$ cat src/rtl/clsq_pkg.sv
package clsq_pkg;

  typedef enum logic [1:0] {
    MODE_CMD  = 2'd0,
    MODE_CHAR = 2'd1,
    MODE_NUM  = 2'd2,
    MODE_GOTO = 2'd3
  } mode_e;

  localparam logic [1:0] CFG_FOUR_BIT  = 2'd0;
  localparam logic [1:0] CFG_INIT_DONE = 2'd1;
  localparam logic [1:0] CFG_ROW2_ADDR = 2'd2;

  localparam int VALUE_W    = 16;
  localparam int BCD_DIGITS = 5;
  localparam int BCD_W      = 4 * BCD_DIGITS;

  localparam logic [7:0] ASCII_ZERO = 8'd48;
  localparam logic [7:0] GOTO_CMD   = 8'h80;

  typedef struct packed {
    logic busy;
    logic done;
  } bcd_status_t;

endpackage

$ cat src/rtl/clsq_bcd.sv
module clsq_bcd
  import clsq_pkg::*;
(
  input  logic               clk_i,
  input  logic               rst_ni,
  input  logic               start_i,
  input  logic [VALUE_W-1:0] value_i,
  output bcd_status_t        status_o,
  output logic [BCD_W-1:0]   bcd_o
);

  logic [VALUE_W-1:0] bin_q;
  logic [BCD_W-1:0]   bcd_q;
  logic [BCD_W-1:0]   adj;
  logic [3:0]         cnt_q;
  logic               busy_q;
  logic               done_q;

  // add 3 to every digit of 5 or more before the shift
  always_comb begin
    for (int k = 0; k < BCD_DIGITS; k++) begin
      if (bcd_q[4*k +: 4] >= 4'd5) begin
        adj[4*k +: 4] = bcd_q[4*k +: 4] + 4'd3;
      end else begin
        adj[4*k +: 4] = bcd_q[4*k +: 4];
      end
    end
  end

  always_ff @(posedge clk_i or negedge rst_ni) begin
    if (!rst_ni) begin
      busy_q <= 1'b0;
      done_q <= 1'b0;
      cnt_q  <= '0;
    end else begin
      done_q <= 1'b0;
      if (start_i) begin
        busy_q <= 1'b1;
        cnt_q  <= 4'(VALUE_W - 1);
      end else if (busy_q) begin
        if (cnt_q == '0) begin
          busy_q <= 1'b0;
          done_q <= 1'b1;
        end else begin
          cnt_q <= cnt_q - 4'd1;
        end
      end
    end
  end

  // one input bit per cycle, msb first
  always_ff @(posedge clk_i) begin
    if (start_i) begin
      bin_q <= value_i;
      bcd_q <= '0;
    end else if (busy_q) begin
      bin_q <= {bin_q[VALUE_W-2:0], 1'b0};
      bcd_q <= {adj[BCD_W-2:0], bin_q[VALUE_W-1]};
    end
  end

  assign status_o.busy = busy_q;
  assign status_o.done = done_q;
  assign bcd_o         = bcd_q;

endmodule

$ cat src/rtl/char_lcd_write_sequencer_core.sv
// first transfer: for a command, character or in-range goto item it is registered
// from the emit state once the output register is free; a number first passes the
// bit-serial conversion and the leading-zero digit scan before it reaches that state
// throughput: within an item, one transfer per cycle while m_axis_tready is high;
// the next item is taken once the item's last transfer sits in the output register
// reset: four-bit mode on, init done, second row at address 64, no item pending
module char_lcd_write_sequencer_core
  import clsq_pkg::*;
#(
  parameter int ROW_LENGTH = 16,
  parameter int ROW_COUNT  = 2
) (
  input  logic        clk_i,
  input  logic        rst_ni,
  input  logic        cfg_we_i,
  input  logic [1:0]  cfg_idx_i,
  input  logic [6:0]  cfg_data_i,
  input  logic        s_axis_tvalid,
  output logic        s_axis_tready,
  input  logic [23:0] s_axis_tdata,   // value[15:0], row[17:16], col[22:18], zero[23]
  input  logic [1:0]  s_axis_tuser,   // mode[1:0]
  output logic        m_axis_tvalid,
  input  logic        m_axis_tready,
  output logic [7:0]  m_axis_tdata,   // bus_value[7:0]
  output logic        m_axis_tuser,   // reg_select[0]
  output logic        m_axis_tlast
);

  typedef enum logic [1:0] {
    ST_IDLE,
    ST_CONV,
    ST_SKIP,
    ST_EMIT
  } state_e;

  state_e             state_q;
  logic               four_bit_q;
  logic               init_q;
  logic [6:0]         row2_q;
  logic [7:0]         byte_q;
  logic               rs_q;
  logic               cmd_q;
  logic               phase_q;
  logic [2:0]         left_q;
  logic [BCD_W-1:0]   dig_q;
  logic               out_valid_q;
  logic [7:0]         out_data_q;
  logic               out_rs_q;
  logic               out_last_q;

  mode_e              in_mode;
  logic [15:0]        in_value;
  logic [1:0]         in_row;
  logic [4:0]         in_col;
  logic               accept;
  logic               goto_ok;
  logic [7:0]         goto_sum;
  logic               bcd_start;
  bcd_status_t        bcd_st;
  logic [BCD_W-1:0]   bcd_val;
  logic               out_free;
  logic               byte_end;
  logic [7:0]         xfer;
  logic [3:0]         top_dig;

  assign in_mode  = mode_e'(s_axis_tuser);
  assign in_value = s_axis_tdata[15:0];
  assign in_row   = s_axis_tdata[17:16];
  assign in_col   = s_axis_tdata[22:18];

  assign s_axis_tready = (state_q == ST_IDLE);
  assign accept        = s_axis_tvalid && s_axis_tready;
  assign bcd_start     = accept && (in_mode == MODE_NUM);

  assign goto_ok  = (32'(in_row) < ROW_COUNT) && (32'(in_col) < ROW_LENGTH);
  assign goto_sum = 8'(({7'd0, in_row} * {2'd0, row2_q}) + {4'd0, in_col});

  assign top_dig  = dig_q[BCD_W-1 -: 4];
  assign out_free = !out_valid_q || m_axis_tready;
  // a command before init in four-bit mode ends after its high nibble
  assign byte_end = !four_bit_q || phase_q || (cmd_q && !init_q);

  always_comb begin
    if (!four_bit_q) begin
      xfer = byte_q;
    end else if (phase_q) begin
      xfer = {byte_q[3:0], 4'd0};
    end else begin
      xfer = {byte_q[7:4], 4'd0};
    end
  end

  clsq_bcd u_bcd (
    .clk_i    (clk_i),
    .rst_ni   (rst_ni),
    .start_i  (bcd_start),
    .value_i  (in_value),
    .status_o (bcd_st),
    .bcd_o    (bcd_val)
  );

  always_ff @(posedge clk_i or negedge rst_ni) begin
    if (!rst_ni) begin
      state_q     <= ST_IDLE;
      four_bit_q  <= 1'b1;
      init_q      <= 1'b1;
      row2_q      <= 7'd64;
      byte_q      <= '0;
      rs_q        <= 1'b0;
      cmd_q       <= 1'b0;
      phase_q     <= 1'b0;
      left_q      <= '0;
      dig_q       <= '0;
      out_valid_q <= 1'b0;
      out_data_q  <= '0;
      out_rs_q    <= 1'b0;
      out_last_q  <= 1'b0;
    end else begin
      if (cfg_we_i) begin
        unique case (cfg_idx_i)
          CFG_FOUR_BIT:  four_bit_q <= cfg_data_i[0];
          CFG_INIT_DONE: init_q     <= cfg_data_i[0];
          CFG_ROW2_ADDR: row2_q     <= cfg_data_i;
          default: ;
        endcase
      end

      if (state_q == ST_EMIT && out_free) begin
        out_valid_q <= 1'b1;
      end else if (m_axis_tready) begin
        out_valid_q <= 1'b0;
      end

      unique case (state_q)
        ST_IDLE: begin
          if (accept) begin
            phase_q <= 1'b0;
            left_q  <= 3'd1;
            unique case (in_mode)
              MODE_CMD: begin
                byte_q  <= in_value[7:0];
                rs_q    <= 1'b0;
                cmd_q   <= 1'b1;
                state_q <= ST_EMIT;
              end
              MODE_CHAR: begin
                byte_q  <= in_value[7:0];
                rs_q    <= 1'b1;
                cmd_q   <= 1'b0;
                state_q <= ST_EMIT;
              end
              MODE_NUM: begin
                rs_q    <= 1'b1;
                cmd_q   <= 1'b0;
                state_q <= ST_CONV;
              end
              MODE_GOTO: begin
                byte_q <= goto_sum | GOTO_CMD;
                rs_q   <= 1'b0;
                cmd_q  <= 1'b1;
                if (goto_ok) begin
                  state_q <= ST_EMIT;
                end
              end
            endcase
          end
        end
        ST_CONV: begin
          if (bcd_st.done) begin
            dig_q   <= bcd_val;
            left_q  <= 3'(BCD_DIGITS);
            state_q <= ST_SKIP;
          end
        end
        ST_SKIP: begin
          // drop leading zero digits, keep at least the units digit
          if (top_dig == 4'd0 && left_q > 3'd1) begin
            dig_q  <= {dig_q[BCD_W-5:0], 4'd0};
            left_q <= left_q - 3'd1;
          end else begin
            byte_q  <= ASCII_ZERO | {4'd0, top_dig};
            dig_q   <= {dig_q[BCD_W-5:0], 4'd0};
            phase_q <= 1'b0;
            state_q <= ST_EMIT;
          end
        end
        ST_EMIT: begin
          if (out_free) begin
            out_data_q  <= xfer;
            out_rs_q    <= rs_q;
            out_last_q  <= byte_end && (left_q == 3'd1);
            if (!byte_end) begin
              phase_q <= 1'b1;
            end else if (left_q == 3'd1) begin
              state_q <= ST_IDLE;
            end else begin
              byte_q  <= ASCII_ZERO | {4'd0, top_dig};
              dig_q   <= {dig_q[BCD_W-5:0], 4'd0};
              left_q  <= left_q - 3'd1;
              phase_q <= 1'b0;
            end
          end
        end
      endcase
    end
  end

  assign m_axis_tvalid = out_valid_q;
  assign m_axis_tdata  = out_data_q;
  assign m_axis_tuser  = out_rs_q;
  assign m_axis_tlast  = out_last_q;

  a_bcd_done_in_conv : assert property (@(posedge clk_i) disable iff (!rst_ni)
    (bcd_st.busy || bcd_st.done) |-> state_q == ST_CONV)
    else $error("digit conversion running outside conversion state");

  a_emit_has_bytes : assert property (@(posedge clk_i) disable iff (!rst_ni)
    (state_q == ST_EMIT || state_q == ST_SKIP) |-> left_q != 3'd0)
    else $error("emitting with no bytes left");

  a_last_ends_item : assert property (@(posedge clk_i) disable iff (!rst_ni)
    (state_q == ST_EMIT && out_free && byte_end && left_q == 3'd1)
      |=> (state_q == ST_IDLE && out_valid_q && out_last_q))
    else $error("final transfer not marked last or item not closed");

  a_digit_is_decimal : assert property (@(posedge clk_i) disable iff (!rst_ni)
    state_q == ST_SKIP |-> top_dig <= 4'd9)
    else $error("number digit out of decimal range");

endmodule

$ cat config.mk
export PLATFORM = sky130hd
export DESIGN_NAME = char_lcd_write_sequencer_core
export DESIGN_NICKNAME = d
export VERILOG_FILES = /design/src/rtl/clsq_pkg.sv /design/src/rtl/clsq_bcd.sv /design/src/rtl/char_lcd_write_sequencer_core.sv
export SDC_FILE = /design/constraint.sdc
export NUM_CORES = 1
export LEC_CHECK = 0
export ABC_AREA = 1
export ABC_CLOCK_PERIOD_IN_PS = 3100
export BUFFER_PORTS_ARGS = -buffer_cell sky130_fd_sc_hd__clkbuf_2
export CORE_MARGIN = 1
export CORE_UTILIZATION = 49
export CTS_CLUSTER_DIAMETER = 40
export DETAILED_ROUTE_END_ITERATION = 10
export PLACE_DENSITY_LB_ADDON = 0.2
export SYNTH_ARGS = -nofsm -noshare
export SYNTH_HDL_FRONTEND = slang
export SYNTH_SLANG_ARGS = --single-unit
$ cat constraint.sdc
create_clock -name clk_i -period 3.1 [get_ports clk_i]
set_input_delay 0.62 -clock clk_i [delete_from_list [all_inputs] [get_ports clk_i]]
set_output_delay 0.62 -clock clk_i [all_outputs]
set_load 0.02 [all_outputs]
* After elaboration in Yosys (flattened, before gate mapping)
Index checks and enable logic that the tools add are counted.
** Operators by class
- $add $sub $neg :: 8
- Multipliers :: 1
- Order comparisons :: 8
- Eq/ne operators :: 21
- Mux-type cells :: 56
- Reductions and logical operators :: 36
** Operators by type and width (number)
- 20-bit 2-to-1 mux :: 4
- 20-bit one-hot mux with 3 select lines :: 1
- 8-bit 2-to-1 mux :: 7
- 16-bit 2-to-1 mux :: 2
- 4-bit 2-to-1 mux :: 7
- 8-bit one-hot mux with 3 select lines :: 1
- 3-bit 2-to-1 mux :: 7
- 4-bit by 3-bit >= comparator with 1-bit output (second input constant) :: 5
- 4-bit by 2-bit adder with 4-bit output (second input constant) :: 4
- 8-bit one-hot mux with 2 select lines :: 1
- 2-bit 2-to-1 mux :: 7
- 7-bit AND reduction :: 2
- 1-bit 2-to-1 mux :: 13
- 2-bit != test (second input constant) :: 6
- 3-bit one-hot mux with 4 select lines :: 1
- 2-bit AND reduction :: 6
- 2-bit == test (second input constant) :: 5
- 5-bit AND reduction :: 2
- 4-bit zero test :: 2
- 2-bit one-hot mux with 4 select lines :: 1
- 7-bit by 5-bit adder with 7-bit output :: 1
- 1-bit logical AND :: 7
- 2-bit by 7-bit multiplier with 7-bit output :: 1
- 2-bit by 1-bit == test with 1-bit output (second input constant) :: 3
- 20 further kinds :: 34
** Word-level totals
- Register bits after elaboration :: 98
- Input bits :: 40
- Output and inout port bits :: 12
- Word-level logic and storage cells :: 149

* Logic depth before layout (Yosys ltp)
- Depth in word-level cells :: 6
- Depth in mapped cells :: 14
- Mapped depth without buffers :: 13

* Hierarchy
A second synthesis with hierarchy kept.
** Second synthesis, totals
- Cell total of the unflattened synthesis :: 700
- Area total of the unflattened synthesis :: 5487.8 µm²
** By module, submodules not included
- char_lcd_write_sequencer_core :: times used 1, cells an instance 416, area an instance 3348.2 µm², seq. area each 1405.1 µm²
- clsq_bcd :: times used 1, cells an instance 284, area an instance 2139.6 µm², seq. area each 1031.0 µm²

* Worst setup path after synthesis
Ideal clock, no wire load.
- Kind :: input port to flip-flop
- Start :: input s_axis_tdata[17]
- End :: register byte_q[3]
- Setup time :: 0.116 ns
- Arrival time :: 2.489 ns
- Required time :: 2.984 ns
- Setup slack :: 0.494 ns
- Cell stages on the path :: 12
- Path buffers :: 1
- Cell sequence :: clkbuf_1 > nand2_1 > fa_1 > inv_1 > ha_1 > fa_1 > xnor2_1 > nand2_1 > nand2_1 > o22ai_1 > nand2_1 > nand2_1
** Between the ends
- Cells in the longest elaborated chain, start to end :: 5
** Ends and longest elaborated chain
- start, declared :: RTL line char_lcd_write_sequencer_core.sv:20 : input logic [23:0] s_axis_tdata,
- 2-bit by 7-bit multiplier with 7-bit output :: RTL line char_lcd_write_sequencer_core.sv:76 : assign goto_sum = 8'(({7'd0, in_row} * {2'd0, row2_q}) + {4'd0, in_col});
- 7-bit by 5-bit adder with 7-bit output :: RTL line char_lcd_write_sequencer_core.sv:76
- 8-bit one-hot mux with 2 select lines :: RTL line char_lcd_write_sequencer_core.sv:139 : unique case (in_mode)
- 8-bit 2-to-1 mux :: RTL line char_lcd_write_sequencer_core.sv:136 : if (accept) begin
- 8-bit one-hot mux with 3 select lines :: RTL line char_lcd_write_sequencer_core.sv:134 : unique case (state_q)
- end signal, assigned :: RTL line char_lcd_write_sequencer_core.sv:141 : byte_q <= in_value[7:0];
- end signal, assigned :: RTL line char_lcd_write_sequencer_core.sv:147 : byte_q <= in_value[7:0];
- end signal, assigned :: RTL line char_lcd_write_sequencer_core.sv:158 : byte_q <= goto_sum | GOTO_CMD;
- end, declared :: RTL line char_lcd_write_sequencer_core.sv:40 : logic [7:0] byte_q;
Every way passes these cells. The select of a mux whose other input is x is not followed.
A chain may end at the register's enable or synchronous reset.

* Worst setup path in the final report
- Start :: register state_q[1]
- End :: register u_bcd.bin_q[4] (enable)
** Between the ends
- Cells in the longest elaborated chain, start to end :: 4
** Ends and longest elaborated chain
- start, declared :: RTL line char_lcd_write_sequencer_core.sv:36 : state_e state_q;
- start signal, assigned :: RTL line char_lcd_write_sequencer_core.sv:104 : state_q <= ST_IDLE;
- start signal, assigned :: RTL line char_lcd_write_sequencer_core.sv:144 : state_q <= ST_EMIT;
- start signal, assigned :: RTL line char_lcd_write_sequencer_core.sv:150 : state_q <= ST_EMIT;
- 2-bit zero test :: RTL line char_lcd_write_sequencer_core.sv:71 : assign s_axis_tready = (state_q == ST_IDLE);
- 1-bit logical AND :: RTL line char_lcd_write_sequencer_core.sv:72 : assign accept = s_axis_tvalid && s_axis_tready;
- 1-bit logical AND :: RTL line char_lcd_write_sequencer_core.sv:73 : assign bcd_start = accept && (in_mode == MODE_NUM);
- 2-bit nonzero test (no source line)
- end signal, assigned :: RTL line clsq_bcd.sv:54 : bin_q <= value_i;
- end signal, assigned :: RTL line clsq_bcd.sv:57 : bin_q <= {bin_q[VALUE_W-2:0], 1'b0};
- end, declared :: RTL line clsq_bcd.sv:12 : logic [VALUE_W-1:0] bin_q;
Every way passes these cells.

==> impl_metrics.csv <==
group,metric,value,unit
floorplanning,ios,52,
cts,clockBufferDepth,2,
cts,cts.sinks,98,
route,drc_errors,0,
route,drt-total-wl,11.39,mm
cts,cts_resized,0,
cts,path_clk_slew,0.09,ns
global_routing,grt_pass1_wl,19.73,mm
floorplanning,die_width,107.1,um
cts,cts_setup_buffers,0,
critical_path,path_buf_inv,3,
floorplanning,die_area,0.01148,mm^2
critical_path,r2r_start,"state_q[1]",
critical_path,end_kind,"flop",
min_path,hp-class,"input pin to asynchronous set/reset pin",
critical_path,critical_path.max_fanout,14,
placed_design,gp_congestion,0.8787,
final_layout,fill_cells,1032,
timing,worst_pin_slew,0.8375,ns
cts,holdBufCountCts,0,
power,power_leakage,0.003003,uW
critical_path,crit_type,"flop to flop",
route,dr.first_iter.drc_count,256,
global_routing,antenna_found_initial,0,
yosys,synth.distinct_cells,38,
status,status,"finished, final reports clean",
global_routing,grt-ovfl-total,0,
final_layout,layout.nets,787,
final_layout,stdcell_area,0.005992,mm^2
global_routing,grt_max_degree,49,
final_layout,syn_to_final_growth,10.63,%
yosys,ys_seq_area_frac,0.4498,
cts,h-tree-depth,3,
final_layout,diodes,0,
route,firstDrtPassIters,5,
power,ir_drop,0.0004566,V
yosys,synth_area,0.005416,mm^2
timing,post-route-period-util,0.7400,
route,vias,4407,
placed_design,pre_cts_ws,0.4288,ns
yosys,synth_nets,739,
critical_path,worstPathArrival,2.37,ns
critical_path,crit_chain,"inv_1 -> ha_1 -> nand2_1 -> nor2_1 -> inv_2 -> nand2_1 -> buf_4",
timing,rsz0062_at_grt,"false",
floorplanning,core-area,0.01079,mm^2
critical_path,cp_top_family,"simple AND/OR/NAND/NOR gates",
cts,clk_latency,0.37,ns
final_layout,drive_gt1_frac,0.1504,
timing,max_freq,0.4359,GHz
timing,skew,0.009608,ns
yosys,synthCells,665,
final_layout,final_core_util,0.5552,
critical_path,cpMostUsedCell,"nand2_1",
placed_design,place_area,0.005789,mm^2
run,max_cap_violations,0,
global_routing,gr-usage-all-layers,0.2199,
floorplanning,die_y,107.1,um
timing,hold_viol,0,
critical_path,rr_worst_depth,7,
critical_path,r2r_slack,0.81,ns
critical_path,crit_slowest_cell,"nand2_1",
timing,hold_ws,0.3362,ns
critical_path,r2r_end,"u_bcd.bin_q[4]",
critical_path,worstSetupStartpointType,"flop",
timing,setup_viol,0,
timing,tns,0,ns
critical_path,cp.required,3.18,ns
floorplanning,start_util,0.5019,
cts,cts_tree,"done",
timing,fin_crit,2.294,ns
yosys,ys_seq_elements,98,
timing,relSlewSlack,0.4416,
cts,root_buffer,"clkbuf_8",
route,ant_nets,0,
cts,cts_buffers,9,
route,wire_per_inst,13.27,um
yosys,syn_avg_cell_area,8.145,um^2
floorplanning,rows,38,
global_routing,grt_pass1_vias,4352,
placed_design,portBuffers,50,
timing,drv_slew,0,
placed_design,hpwlAfterDp,8.527,mm
timing,fin_ws,0.8061,ns
power,power_density,1033,mW/mm^2
yosys,ys_warn_count,0,
critical_path,slowest_delay,0.46,ns
route,viasPerCell,5.136,
==> worst reg2reg max path, stage by stage (launching register included) <==
cell and delay, ns:
dfrtp_1 0.43, inv_1 0.16, ha_1 0.19, nand2_1 0.07, nor2_1 0.25, inv_2 0.18
nand2_1 0.46, buf_4 0.28
==> flip-flops by register name, indices dropped and copies added (netlist names) <==
signal	cells
u_bcd.bin_q	16
byte_q	8
m_axis_tuser	1
init_q	1
phase_q	1
row2_q	7
dig_q	20
u_bcd.done_q	1
m_axis_tlast	1
four_bit_q	1
u_bcd.cnt_q	4
rs_q	1
cmd_q	1
u_bcd.bcd_o	20
u_bcd.busy_q	1
m_axis_tvalid	1
state_q	2
m_axis_tdata	8
left_q	3
==> worst max path at each step <==
| stage | start | slack [ns] | end | cells past startpoint |
|---|---|---|---|---|
| after global placement | s_axis_tdata[17] | 0.44 | byte_q[5] | 12 |
| after floorplan | s_axis_tdata[17] | 0.49 | byte_q[3] | 12 |
| after CTS | state_q[1] | 0.81 | u_bcd.bcd_o[0] | 9 |
| after detailed placement | s_axis_tdata[17] | 0.43 | byte_q[3] | 12 |
| final | state_q[1] | 0.81 | u_bcd.bin_q[4] | 7 |
| after global routing | state_q[1] | 0.56 | u_bcd.bcd_o[0] | 9 |
==> synth_stat cells, drive strengths merged <==
library cell,n,share of area
a22o,1,0.0016
clkbuf,6,0.0042
o211ai,9,0.012
xnor2,2,0.0032
fa,5,0.018
o21ai,79,0.076
nand3,41,0.040
xor2,2,0.0032
mux2,6,0.012
ha,29,0.067
a21oi,37,0.040
nand2,188,0.13
inv,88,0.061
a22oi,1,0.0014
dfrtp,59,0.27
dfxtp,20,0.074
nor3,5,0.0046
nand4,3,0.0046
edfxtp,16,0.089
o22ai,7,0.0081
dfstp,3,0.015
nand3b,3,0.0065
nor2,40,0.034
buf,14,0.018
a31oi,1,0.0012
==> power by group <==
part           internal (uW)  total (uW)  switching (uW)
logic                   1080        3020            1940
registers               1950        2320             367
clock network            407         846             439
total                   3440        6190            2750
==> cells in the final DEF (no fill, tap or decap), types with 2 or more instances in the layout <==
| master | netlist | layout |
|---|---|---|
| buf_4 | 1 | 6 |
| nand4_1 | 2 | 2 |
| dfrtp_1 | 59 | 59 |
| inv_1 | 84 | 84 |
| dfxtp_1 | 20 | 20 |
| nand2_1 | 187 | 187 |
| clkbuf_8 | 0 | 12 |
| a21oi_1 | 28 | 28 |
| mux2_2 | 6 | 6 |
| inv_2 | 4 | 4 |
| nand3b_1 | 2 | 2 |
| nor2_2 | 1 | 2 |
| o21ai_0 | 70 | 70 |
| o211ai_1 | 9 | 9 |
| o21ai_2 | 5 | 5 |
| edfxtp_1 | 16 | 16 |
| nor2_1 | 36 | 35 |
| clkbuf_1 | 6 | 2 |
| fa_1 | 5 | 5 |
| a21oi_2 | 9 | 9 |
| xnor2_1 | 2 | 2 |
| dfstp_2 | 3 | 3 |
| nor2_4 | 2 | 2 |
| o22ai_1 | 7 | 7 |
| nand3_2 | 2 | 2 |
| nor3_1 | 5 | 5 |
| xor2_1 | 2 | 2 |
| clkbuf_2 | 0 | 50 |
| o21ai_1 | 4 | 4 |
| nand3_1 | 39 | 39 |
| ha_1 | 29 | 29 |
==> logic make-up (layout without fill, tap and decap cells) <==
logic type / count (synthesis) / count (layout) / synth area share
AO/OA/AOI/OAI: 135 / 135 / 0.1416
XOR/XNOR: 4 / 4 / 0.006469
adder cells (fa/ha/maj): 34 / 34 / 0.08547
buffers and inverters: 108 / 161 / 0.08316
flip-flops: 98 / 98 / 0.4498
multiplexers: 6 / 6 / 0.01247
AND/OR/NAND/NOR: 280 / 280 / 0.2211
==> metal layers <==
metal | wire [um] | track usage | vias to the layer above
li1 | - | - | 2250
met1 | 5477 | 0.2885 | 2061
met2 | 5292 | 0.3599 | 77
met3 | 397 | 0.03769 | 19
met4 | 218 | 0.08904 | 0
met5 | 0 | 0 | -
==> through the flow <==
stage          cells  power, uW
2_1_floorplan    665       4746
3_3_place_gp     842       5277
3_5_place_dp     842       5390
4_1_cts          858       6236
5_1_grt          858       6826
6_report         858       6188
==> final cells by class <==
class	instances	area, um^2	share of cell area
inverters	88	330.3	0.05513
clock inverters	1	5.005	0.0008352
repair buffers	57	315.3	0.05262
flip-flops and latches	98	2436	0.4066
well taps	140	175.2	0.02923
clock buffers	15	197.7	0.03299
multi-input cells	459	2532	0.4226
Power figures use the tool's default switching activity.
